`config.mk`:
```
export PLATFORM = sky130hd
export DESIGN_NAME = naia_ram
export DESIGN_NICKNAME = d
export VERILOG_FILES = /design/src/hdl/nary_integer_alu_accumulator_top_macros.svh /design/src/hdl/naia_ram.sv
export SDC_FILE = /design/constraint.sdc
export NUM_CORES = 1
export LEC_CHECK = 0
export ABC_AREA = 1
export BUFFER_PORTS_ARGS = -buffer_cell sky130_fd_sc_hd__buf_2
export CAP_MARGIN = 10
export CORE_ASPECT_RATIO = 0.75
export CORE_MARGIN = 2
export CORE_UTILIZATION = 50
export CTS_BUF_LIST = sky130_fd_sc_hd__clkbuf_8
export DETAILED_ROUTE_END_ITERATION = 6
export PLACE_DENSITY_LB_ADDON = 0.15
export RECOVER_POWER = 100
export SLEW_MARGIN = 20
export SYNTH_ARGS = -nofsm -noshare
export SYNTH_HDL_FRONTEND = slang
export SYNTH_SLANG_ARGS = --single-unit
```
`constraint.sdc`:
```
create_clock -name clk -period 6.6 [get_ports clk]
set_input_delay 0.33 -clock clk [delete_from_list [all_inputs] [get_ports clk]]
set_output_delay 0.33 -clock clk [all_outputs]
set_load 0.05 [all_outputs]
```
`src/hdl/nary_integer_alu_accumulator_top_macros.svh`:
```
// assertion helpers shared by the asserting modules
`ifndef NARY_INTEGER_ALU_ACCUMULATOR_TOP_MACROS_SVH
`define NARY_INTEGER_ALU_ACCUMULATOR_TOP_MACROS_SVH

// checked outside reset
`define NAIA_ASSERT(lbl, prop, msg) \
  lbl: assert property (@(posedge clk) disable iff (rst) prop) else $error(msg);

// checked during reset as well
`define NAIA_ASSERT_ALWAYS(lbl, prop, msg) \
  lbl: assert property (@(posedge clk) prop) else $error(msg);

`endif

```
`src/hdl/naia_ram.sv`:
```
// ----------------------------------------------------------------------------
// naia_ram
// generic single-write, single-read ram with registered read data
// ----------------------------------------------------------------------------
module naia_ram #(
  parameter  int WIDTH = 32,
  parameter  int DEPTH = 16,
  localparam int AW    = (DEPTH > 1) ? $clog2(DEPTH) : 1
) (
  input  logic             clk,
  input  logic             we,
  input  logic [AW-1:0]    waddr,
  input  logic [WIDTH-1:0] wdata,
  input  logic [AW-1:0]    raddr,
  output logic [WIDTH-1:0] rdata
);

  logic [WIDTH-1:0] mem [DEPTH];

  always_ff @(posedge clk) begin
    if (we) begin
      mem[waddr] <= wdata;
    end
    rdata <= mem[raddr];
  end

endmodule

```
# Word level (Yosys, flattened, before mapping)
# Memories as Yosys holds them, arrays and structs flattened. A register that Yosys moved wholly into a read port is not among the register bits.
# Index checks and enable logic that the tools add are counted.
# op_classes
muxes,2
# op_table
op,count
1-bit two-way mux,2
# totals
input_bits,42
word_cells,3
memories,1
ram_bits,512
register_bits,0
out_inout_bits,32
# mem_list
name,words,width,rd,rd_clocked_by_memory_dff,wr,line_no,source
mem,16,32,1,1,1,naia_ram.sv:18,logic [WIDTH-1:0] mem [DEPTH];

# Logic depth before layout (Yosys ltp)
# depth
depth_word,2
depth_mapped,10
ltp_nobuf,7

# Worst setup path before layout
# OpenSTA, ideal clock, no wires.
# synth_timing
kind,input port to flip-flop
from,in waddr[2]
to,mem mem[10][0] (enable)
required_ps,6179
n_path_buf,0
arrival_time_ps,1902
path_stages,2
setup_ps,421
slack_ps,4277
cell_sequence,nand3b_1 nor2_1
# synth_lines
item,line_no,source
start: declaration,naia_ram.sv:12,"input logic [AW-1:0] waddr,"
end: declaration,naia_ram.sv:18,
# No word-level cell before the write port.

==> qor.csv <==
metric;value;unit
Syn-to-layout area delta;8.972;%
fin crit period;4107;ps
dpl ws;3568;ps
H-tree Lvls;3;
clk root buf;clkbuf_8;
final cell count without fillers;2853;
Peak VDD IR;0.1665;mV
ratio of cells with drive above 1 in the final layout;5.386;%
register area share after synthesis;70.46;%
Post-synth EDFFs;512;
global-route wire length before repair;82.23;mm
PnR worst setup slack;2493;ps
worst path required time;7170;ps
critical path's top delay family;buffers and inverters;
row count;67;
fin crit share;62.23;%
Initial Utilization;50.78;%
starting DRC count in detailed routing;1349;
power density cells;280.0;nW/um^2
Fin. Hold Viols;0;
leakage power;10.56;nW
vias in the first global route;13840;
Clock Path Buffers;3;
reg2reg end;rdata[7];
Crit Path Class;input port to flip-flop;
Tot Pwr;6.936;mW
Syn Area/Cell;10.72;um^2
drt first pass iters;5;
DP Wirelength;24.69;mm
Fin Clk Skew;15.83;ps
Reg2Reg Depth;6;
GRT Residual Overflow;0;
min-delay src;wdata[24];
max-cap violation count;25;
cells after synthesis;2120;
Net Count, Synth;2162;
Synth top area share;67.64;%
CTS tree;yes;
number of CTS-inserted buffers;83;
die area;47200;um^2
ys async rst share;0;%
Max stage delay on crit path;2500;ps
RSZ-0062 raised after global routing;false;
worst-margin pin slew;3513;ps
Final nets;2240;
Post-CTS Setup Repair Bufs;0;
routed len/inst;18.80;um
antenna violations before repair;2;
CP startpoint kind;input port;
worst r2r src;mem[1][7];
CP cell instances;buf_4 -> inv_4 -> clkbuf_1 -> nand3_1 -> nand3_1 -> nand3_1 -> nand2_1;
crit end category;flip-flop;
slowest library cell on the worst path;clkbuf_1;
register clock-pin slew on the reported worst setup and hold paths;70;ps
post-synth cell types;15;
endpoints failing setup;0;
synth warn;0;
hold path depth;1;
Vias per Instance;5.045;
cts repair resizes;0;
Die Wd;250.2;um
max-slew violation count;720;
hold worst-path end;mem[1][24];
Top FF cell, synth;edfxtp_1;
placed insts;2699;
drc violations;0;
reg2reg setup slack;5520;ps
CTS Sinks;544;
Synth area leaders;edfxtp_1 (68%), nand2_1 (11%), nand3_1 (8.5%);
TNS Setup;0;ps
worst min path class;input port to flip-flop;
GR Util All Layers;23.13;%
Yosys top cell by area;edfxtp_1;
DRT Wirelength;53.63;mm
fmax;243.5;MHz
number of synthesized register bits;544;
Critical Path Fanout Max;69;
Via Count;14390;
largest net degree at the start of global routing;121;
Core Area;44770;um^2
Mapped Area;22730;um^2
data arrival time of the worst path;4680;ps
Clk Latency, worst-skew pair;650;ps
CP most frequent cell;nand3_1;
Crit. Startpoint;raddr[1];
failing checks;max-capacitance violations, max-slew violations;
io pins;74;
Relative slew margins;-134.2;%
CP Buf/Inv Count;3;
status;finished, violations left;
post-route ant nets;0;
# port buffers;73;
Hold Buf Count CTS;0;
Final Wtd Congestion;0.7424;
die height;188.7;um
-- metrics by stage --
stage	hold slack, ps	area [um^2]	utilization (%)
2_1_floorplan	428.9	22730	-
3_3_place_gp	631.8	23450	52.39
3_5_place_dp	635.8	23450	52.39
4_1_cts	5.141	24970	55.77
5_1_grt	184.7	24770	55.32
6_report	190.8	24770	55.33
-- cells in the mapped netlist (2+ instances only) --
cell	instances
buf_6	29
inv_1	388
buf_4	6
buf_2	41
buf_1	14
nand2_1	677
edfxtp_1	512
dfxtp_1	32
nor2_1	17
nand3b_1	2
nand3_1	385
clkbuf_1	14
-- layout make-up --
type                       count  area (um^2)
fill                        3882        20000
sequential                   544        16020
multi-input combinational   1081         4622
inverter                     390         1474
clock buffer                  89         1225
tap                          586        733.2
timing repair buffer          98        407.9
clock inverter                63        287.8
antenna                        2        5.005
-- flip-flops by register name, indices dropped and copies added (netlist names) --
signal,count
mem,512
rdata,32
-- worst max-delay path by stage --
stage / endpoint / slack [ps] / depth (start not counted)
floorplan: mem[10][0] / 4280 / 2
global placement: rdata[27] / 3630 / 8
detailed placement: rdata[27] / 3570 / 8
CTS: rdata[27] / 4250 / 8
global route: rdata[25] / 2120 / 7
finish: rdata[14] / 2490 / 7
-- per-layer routing --
metal	part of all wire [%]	wire, um	global-route usage (%)
met5	0	0	0
met4	2.3	1227	7.692
met3	5.8	3112	4.089
met2	46	24780	36.41
met1	46	24510	32.79
-- logic make-up after synthesis --
group         count (synthesis)  share of synthesized area [%]
simple gates               1081                          20.00
buf+inv                     495                          9.539
flops                       544                          70.46
-- power breakdown --
group / internal (mW) / switching (mW)
Sequential: 3.87 / 0.0259
Combinational: 0.109 / 0.379
Clock: 1.28 / 1.28
-- worst reg2reg max path, stage by stage, from the launching register on --
cell and delay (ps):
edfxtp_1 350, inv_1 60, nand2_1 40, nand3_1 200, nand3_1 100, nand3_1 120, nand2_1 90
-- placed cells by master, fill, tap and decap left out, types with 2 or more instances in the layout --
master | Yosys | final
clkinvlp_4 | 0 | 5
nand3b_1 | 2 | 2
dfxtp_1 | 32 | 32
clkbuf_8 | 0 | 90
nand2_1 | 677 | 677
inv_1 | 388 | 438
nor2_1 | 17 | 7
clkinv_1 | 0 | 3
edfxtp_1 | 512 | 512
nor2_4 | 0 | 10
inv_2 | 1 | 2
buf_4 | 6 | 7
clkbuf_1 | 14 | 87
buf_2 | 41 | 3
diode_2 | 0 | 2
nand3_1 | 385 | 385
Power figures use the tool's default switching activity.
