<file path="src/hdl/nary_integer_alu_accumulator_top_macros.svh">
// assertion helpers shared by the asserting modules
`ifndef NARY_INTEGER_ALU_ACCUMULATOR_TOP_MACROS_SVH
`define NARY_INTEGER_ALU_ACCUMULATOR_TOP_MACROS_SVH

// checked outside reset
`define NAIA_ASSERT(lbl, prop, msg) \
  lbl: assert property (@(posedge clk) disable iff (rst) prop) else $error(msg);

// checked during reset as well
`define NAIA_ASSERT_ALWAYS(lbl, prop, msg) \
  lbl: assert property (@(posedge clk) prop) else $error(msg);

`endif

</file>
<file path="src/hdl/naia_pkg.sv">
// ----------------------------------------------------------------------------
// naia_pkg
// types and codes shared by the n-ary integer alu files
// ----------------------------------------------------------------------------
package naia_pkg;

  // commands
  localparam logic [3:0] CMD_RESET = 4'd0;
  localparam logic [3:0] CMD_LOAD  = 4'd1;
  localparam logic [3:0] CMD_PUSH  = 4'd2;
  localparam logic [3:0] CMD_POP   = 4'd3;
  localparam logic [3:0] CMD_PEEK  = 4'd4;
  localparam logic [3:0] CMD_CLEAR = 4'd5;
  localparam logic [3:0] CMD_NARY  = 4'd6;
  localparam logic [3:0] CMD_FIRST = 4'd7;
  localparam logic [3:0] CMD_NEXT  = 4'd8;
  localparam logic [3:0] CMD_UNARY = 4'd9;

  // n-ary selectors
  localparam logic [3:0] NS_ADD    = 4'd0;
  localparam logic [3:0] NS_ADDSQR = 4'd1;
  localparam logic [3:0] NS_MUL    = 4'd2;
  localparam logic [3:0] NS_LAND   = 4'd3;
  localparam logic [3:0] NS_LOR    = 4'd4;
  localparam logic [3:0] NS_LXOR   = 4'd5;
  localparam logic [3:0] NS_BAND   = 4'd6;
  localparam logic [3:0] NS_BOR    = 4'd7;
  localparam logic [3:0] NS_BXOR   = 4'd8;

  // first/next selectors
  localparam logic [3:0] FS_SUB = 4'd0;
  localparam logic [3:0] FS_DIV = 4'd1;
  localparam logic [3:0] FS_POW = 4'd2;

  // unary selectors
  localparam logic [3:0] US_SQR  = 4'd0;
  localparam logic [3:0] US_ABS  = 4'd1;
  localparam logic [3:0] US_NOT  = 4'd2;
  localparam logic [3:0] US_BNOT = 4'd3;
  localparam logic [3:0] US_NEG  = 4'd4;

  // operation codes kept for chaining
  localparam logic [3:0] OPC_NARY_BASE = 4'd1;
  localparam logic [3:0] OPC_FAM_BASE  = 4'd10;

  // status
  localparam logic [1:0] STAT_COLLECT = 2'd0;
  localparam logic [1:0] STAT_READY   = 2'd1;
  localparam logic [1:0] STAT_ERROR   = 2'd2;

  // error codes
  localparam logic [2:0] ERR_NONE  = 3'd0;
  localparam logic [2:0] ERR_FMT   = 3'd1;
  localparam logic [2:0] ERR_OVF   = 3'd2;
  localparam logic [2:0] ERR_DIV0  = 3'd3;
  localparam logic [2:0] ERR_EMPTY = 3'd4;
  localparam logic [2:0] ERR_FULL  = 3'd5;

  // configuration register indexes
  localparam int         CFG_IDX_W     = 2;
  localparam logic [1:0] CFG_OPCOUNT   = 2'd0;
  localparam logic [1:0] CFG_ENABLE    = 2'd1;

  localparam logic [3:0]  TALLY_MAX = 4'd15;
  localparam logic [31:0] INT_MIN_C = 32'h8000_0000;

  typedef enum logic [3:0] {
    ST_IDLE, ST_DECODE, ST_SREAD, ST_CRD, ST_CLD, ST_EXE,
    ST_MUL, ST_MCHK, ST_DIV, ST_POW, ST_FIN
  } naia_state_t;

  typedef enum logic [1:0] {
    K_NARY, K_FAM, K_UN
  } naia_kind_t;

  typedef struct packed {
    logic        start;
    logic [31:0] dividend;
    logic [31:0] divisor;
  } div_req_t;

endpackage

</file>
<file path="src/hdl/naia_div.sv">
// ----------------------------------------------------------------------------
// naia_div
// signed 32-bit divider, one quotient bit per cycle, truncating
// ----------------------------------------------------------------------------
module naia_div (
  input  logic               clk,
  input  logic               rst,
  input  naia_pkg::div_req_t div_req,
  output logic [31:0]        quotient,
  output logic               done
);
  import naia_pkg::*;

  logic        busy;
  logic [4:0]  cnt;
  logic [31:0] rem;
  logic [31:0] quo;
  logic [31:0] den;
  logic        neg;
  logic [32:0] shifted;
  logic [33:0] diff;

  assign shifted  = {rem, quo[31]};
  assign diff     = {1'b0, shifted} - {2'b00, den};
  assign quotient = neg ? (~quo + 32'd1) : quo;

  always_ff @(posedge clk) begin
    if (rst) begin
      busy <= 1'b0;
      done <= 1'b0;
    end else begin
      done <= 1'b0;
      if (div_req.start) begin
        busy <= 1'b1;
        cnt  <= 5'd31;
        rem  <= '0;
        quo  <= div_req.dividend[31] ? (~div_req.dividend + 32'd1) : div_req.dividend;
        den  <= div_req.divisor[31] ? (~div_req.divisor + 32'd1) : div_req.divisor;
        neg  <= div_req.dividend[31] ^ div_req.divisor[31];
      end else if (busy) begin
        if (!diff[33]) begin
          rem <= diff[31:0];
          quo <= {quo[30:0], 1'b1};
        end else begin
          rem <= shifted[31:0];
          quo <= {quo[30:0], 1'b0};
        end
        cnt <= cnt - 5'd1;
        if (cnt == 5'd0) begin
          busy <= 1'b0;
          done <= 1'b1;
        end
      end
    end
  end

endmodule
</file>
<file path="config.mk">
export PLATFORM = sky130hd
export DESIGN_NAME = naia_div
export DESIGN_NICKNAME = d
export VERILOG_FILES = /design/src/hdl/nary_integer_alu_accumulator_top_macros.svh /design/src/hdl/naia_pkg.sv /design/src/hdl/naia_div.sv
export SDC_FILE = /design/constraint.sdc
export NUM_CORES = 1
export LEC_CHECK = 0
export ABC_AREA = 1
export BUFFER_PORTS_ARGS = -buffer_cell sky130_fd_sc_hd__buf_2
export CORE_UTILIZATION = 53
export CTS_CLUSTER_DIAMETER = 80
export DETAILED_ROUTE_END_ITERATION = 7
export MAX_ROUTING_LAYER = met4
export PLACE_DENSITY = 0.73
export SKIP_CTS_REPAIR_TIMING = 1
export SLEW_MARGIN = 20
export SYNTH_ARGS = -nofsm -noshare
export SYNTH_HDL_FRONTEND = slang
export SYNTH_SLANG_ARGS = --single-unit
</file>
<file path="constraint.sdc">
create_clock -name clk -period 5.4 [get_ports clk]
set_input_delay 0.27 -clock clk [delete_from_list [all_inputs] [get_ports clk]]
set_output_delay 0.27 -clock clk [all_outputs]
set_load 0.02 [all_outputs]
</file>
Yosys cells after proc, flatten, opt, wreduce, memory -nomap -nowiden
Index checks and enable logic that the tools add are counted.

Bits of input ports: 67. Register bits: 104. Output and inout port bits: 33.

Reduce and logical (&&, ||, !) cells: 5. Bitwise operators: 6. $add $sub $neg: 5. Muxes and demuxes: 13.

Operators by type and width (count): 32-bit two-way mux (6); 32-bit by 1-bit adder with 32-bit output (second input constant) (3); 32-bit NOT (3); 33-bit by 32-bit subtractor with 34-bit output (1); 31-bit two-way mux (1); 5-bit logical NOT (1); 1-bit two-way mux (5); 5-bit two-way mux (1); 5-bit by 1-bit subtractor with 5-bit output (second input constant) (1); 2-bit AND reduction (2); 3-bit OR reduction (1); 1-bit NOT (2); 2-bit nonzero test (1); 1-bit XOR (1).

Depth between registers and ports, before layout
Depth after elaboration: 4. Mapped depth: 16. Gate-level depth less buffers: 16.

Worst setup path after synthesis
Ideal clock, no wire load.

Kind: input-to-reg. From: in div_req[64] (netlist bit). To: reg cnt[0], enable pin. Stages: 4. Data required time: 4.880 ns. Path slack: 0.852 ns. Arrival: 4.029 ns. Cell sequence: inv_1 > clkbuf_1 > clkbuf_1 > a21oi_1.

Cells in the longest elaborated chain, start to end: 2.

Ends and longest elaborated chain: start: declaration (RTL line naia_div.sv:8) `input naia_pkg::div_req_t div_req,`; 2-bit nonzero test (no source line); 2-bit AND reduction (no source line); end signal: assignment (RTL line naia_div.sv:48) `cnt <= cnt - 5'd1;`; end: declaration (RTL line naia_div.sv:15) `logic [4:0] cnt;`.

Every way passes these cells. A chain may end at the register's enable or synchronous reset.

Worst setup path in the final report
From: reg quo[0]. To: out quotient[28].

Cells in the longest elaborated chain, start to end: 3.

Ends and longest elaborated chain: start: declaration (RTL line naia_div.sv:17) `logic [31:0] quo;`; start signal: assignment (RTL line naia_div.sv:37) `quo <= div_req.dividend[31] ? (~div_req.dividend + 32'd1) : div_req.dividend;`; start signal: assignment (RTL line naia_div.sv:43) `quo <= {quo[30:0], 1'b1};`; start signal: assignment (RTL line naia_div.sv:46) `quo <= {quo[30:0], 1'b0};`; 32-bit NOT (RTL line naia_div.sv:25) `assign quotient = neg ? (~quo + 32'd1) : quo;`; 32-bit by 1-bit adder with 32-bit output (RTL line naia_div.sv:25); 32-bit two-way mux (RTL line naia_div.sv:25); end: declaration (RTL line naia_div.sv:9) `output logic [31:0] quotient,`.

Every way passes these cells.

==> flow_summary.yaml <==
status:
  outcome: "finished clean"
global_routing:
  grt_usage: 0.2966
  grt_pass1_wl_um: 40630
  grt-ovfl-total: 0
  antenna_found_initial: 2
  grt_pass1_vias: 8306
  grt_max_degree: 74
power:
  power_frac_comb: 0.378
  peakVddDrop_v: 0.0001528
  p_leak_uw: 0.005385
  clock_power_share: 0.242
  p_per_area_mw_per_mm2: 264.1
  p_sw_frac: 0.3797
  seqPwrFrac: 0.380
  p_switching_uw: 1038
  cell_internal_pwr_uw: 1696
critical_path:
  slowest_stage: "edfxtp_1"
  worstPathRequired_ns: 5.13
  critPathKind: "reg -> out"
  cp_max_fo: 3
  cp.arrival_ns: 2.69
  crit_chain: "inv_1, ha_1, nand2_1, nor2_1, nand2_1, nor2_1, nand3_1, o21ai_1, nand2_1, xor2_1, buf_2"
  worstRegToRegCells: 16
  r2r-end: "rem[28]$_SDFFCE_PP0P_"
  start_kind: "flip-flop"
  path_common_cell: "nand2_1"
  critPathLaunch: "quo[0]$_DFFE_PP_"
  r2r_slack_ns: 2.69
  r2r-start: "quo[31]$_DFFE_PP_"
  worst_setup_path_end_kind: "primary output"
  max_stage_delay_ns: 0.51
synth:
  synth_seq_area_share: 0.3306
  ys_types: 46
  syn_inst: 1403
  syn_nets: 1507
  yosys_warnings: 0
  ys.flop_type: "edfxtp_1"
  async_reset_ff_frac: 0
  synth.avg_cell_area_um2: 6.689
  syn_area_mm2: 0.009385
  yosys_register_bits: 104
  synth_edf_count: 102
placement:
  place_congestion: 0.9815
  dpl_worst_slack_ns: 2.728
  io_buffer_count: 99
  dp_hpwl_um: 20130
  post_dp_cell_area_mm2: 0.01006
die:
  die_h_um: 135.1
  num_io_pins: 100
  die_area_mm2: 0.01824
  initial_utilization: 0.5426
  core_area_mm2: 0.01730
  die_x_um: 135.1
  core.rowCount: 48
clock_tree:
  clock-sinks: 104
  clkLatencyLatePin_ns: 0.36
  cts_buffer_depth: 2
  cts_tree: "done"
  cts.clk_slew.worst_paths_ns: 0.07
  cts_root_buf: "clkbuf_16"
  htree_num_levels: 3
  cts-buffers-inserted: 9
timing:
  rsz0062_at_grt: "false"
  period_share: 0.5489
  setup_viol: 0
  hold_viol_final: 0
  finClkSkew_ns: 0.01427
  slew_viol_final: 0
  slew_headroom: 0.3418
  tightestPinTransition_ns: 0.9874
  fmax_ghz: 0.3373
  period_needed_ns: 2.964
  worst_slack_ns: 2.436
  fin_tns_setup_ns: 0
routing:
  drt_first_pass_iters: 8
  viasPerCell: 5.164
  drtAntennaViolNets: 0
  vias: 8892
  wl_per_cell_um: 14.62
  drc: 0
  drt_iter0_markers: 510
  routed_wl_um: 25180
worst_hold_path:
  min_from: "div_req[0]"
  hold_depth: 1
  hold_end: "den[0]$_DFFE_PP_"
  worstHoldPathType: "in -> reg"
layout:
  layout-drive-gt1-share: 0.1104
  syn_to_final_growth_pct: 10.30
  final_area_mm2: 0.01035
  layout.nets: 1594
flow_run:
  max_cap_violations: 0
==> power by group through the flow <==
stage | clock [uW] | sequential (uW) | combinational (uW)
final | 661 | 1040 | 1030
after CTS | 669 | 1040 | 1030
after floorplan | 0 | 1040 | 767
after detailed placement | 0 | 1060 | 1030
after global routing | 702 | 1050 | 1160
after global placement | 0 | 1050 | 1020
==> cells in the mapped netlist, types with 2 or more instances <==
cell,number,share of area
a21oi_1,25,0.013
a31oi_1,3,0.0020
and2_1,5,0.0033
buf_1,5,0.0020
buf_2,2,0.0011
buf_6,3,0.0036
clkbuf_1,15,0.0060
dfxtp_1,2,0.0043
edfxtp_1,102,0.33
ha_1,36,0.048
inv_1,258,0.10
inv_2,3,0.0012
nand2_1,430,0.17
nand2_2,9,0.0060
nand3_1,89,0.047
nand3_2,2,0.0021
nand3b_1,20,0.016
nand4_1,21,0.014
nor2_1,168,0.067
nor2_2,13,0.0087
nor2_4,2,0.0024
nor3_1,13,0.0069
nor4_1,4,0.0027
o2111ai_1,2,0.0019
o211ai_1,4,0.0032
o21ai_0,57,0.030
o21ai_1,2,0.0011
o21ai_2,3,0.0028
o21bai_1,3,0.0024
or2_2,5,0.0033
xnor2_1,14,0.013
xor2_1,69,0.064
==> worst max-delay path: cells and delay by family, from the launching register on <==
kind / cells / cell delay [ns]
xor+xnor: 1 / 0.14
fa+ha+maj: 1 / 0.18
buf+inv: 2 / 0.32
compound gates: 1 / 0.24
simple gates: 6 / 0.94
flops: 1 / 0.51
==> area by class of cell <==
class                   count  area (um^2)
multi-input cells        1009         5157
repair buffers            103        525.5
diodes                      2        5.005
inverters                 263        992.2
well taps                 225        281.5
fillers                  1713         6944
clock inverters             6        58.81
flip-flops and latches    104         3103
clock buffers              10        229.0
==> worst max path at each step <==
stage | endpoint | slack (ns) | cells past startpoint
floorplan | cnt[0]$_SDFFCE_PP1P_ | 0.85 | 4
global placement | rem[28]$_SDFFCE_PP0P_ | 2.75 | 16
detailed placement | rem[28]$_SDFFCE_PP0P_ | 2.73 | 16
CTS | quotient[28] | 2.41 | 11
global route | quotient[26] | 2.26 | 11
finish | quotient[28] | 2.44 | 11
==> cells by family (layout without fill, tap and decap cells) <==
| family | Yosys count | count (layout) | synth area share |
|---|---|---|---|
| adders and majority gates | 37 | 37 | 0.05013 |
| buffers and inverters | 290 | 382 | 0.1213 |
| DFF | 104 | 104 | 0.3306 |
| xor gates and xnor gates | 83 | 83 | 0.07746 |
| other | 0 | 2 | 0 |
| and+or+nand+nor | 786 | 786 | 0.3593 |
| AOI/OAI and AO/OA | 103 | 103 | 0.06119 |
==> sequential cells by signal (all words and copies together) (netlist names) <==
| name | count |
|---|---|
| den | 32 |
| rem | 32 |
| cnt | 5 |
| busy | 1 |
| done | 1 |
| neg | 1 |
| quo | 32 |
==> layer usage <==
| metal | share of wire | global-route usage | vias to the layer above |
|---|---|---|---|
| met2 | 0.50 | 0.5115 | 279 |
| met1 | 0.43 | 0.3606 | 4014 |
| li1 | - | - | 4556 |
| met3 | 0.052 | 0.04092 | 43 |
| met4 | 0.021 | 0.08677 | 0 |
| met5 | 0 | - | - |
==> per-stage QoR <==
| stage | utilization | hold slack, ns | total power [uW] | std cells |
|---|---|---|---|---|
| CTS | 0.5982 | 0.1157 | 2740 | 1720 |
| detailed placement | 0.5816 | 0.4875 | 2082 | 1704 |
| finish | 0.5985 | 0.1311 | 2734 | 1722 |
| global route | 0.5985 | 0.1117 | 2911 | 1722 |
| global placement | 0.5816 | 0.4898 | 2069 | 1704 |
| floorplan | - | 0.3689 | 1807 | 1403 |
==> cells in the final DEF (no fill, tap or decap), types with 2 or more instances in the layout <==
| master | count |
|---|---|
| nand3b_1 | 20 |
| o2111ai_1 | 2 |
| clkbuf_16 | 9 |
| a21oi_1 | 24 |
| inv_1 | 257 |
| nor4_1 | 4 |
| buf_4 | 4 |
| edfxtp_1 | 102 |
| nor2_2 | 14 |
| o21ai_2 | 3 |
| nor2_1 | 167 |
| dfxtp_1 | 2 |
| inv_6 | 2 |
| xnor2_1 | 14 |
| diode_2 | 2 |
| o21bai_1 | 3 |
| inv_2 | 4 |
| nor3_1 | 13 |
| xor2_1 | 69 |
| o211ai_1 | 4 |
| or2_2 | 5 |
| nand2_1 | 430 |
| nand4_1 | 21 |
| and2_1 | 5 |
| o21ai_1 | 2 |
| a21oi_4 | 2 |
| o21ai_0 | 57 |
| ha_1 | 36 |
| buf_2 | 99 |
| nand2_2 | 9 |
| clkinv_2 | 4 |
| nand3_2 | 2 |
| nand3_1 | 89 |
| nor2_4 | 2 |
| a31oi_1 | 3 |
(Power assumes the default switching activity.)
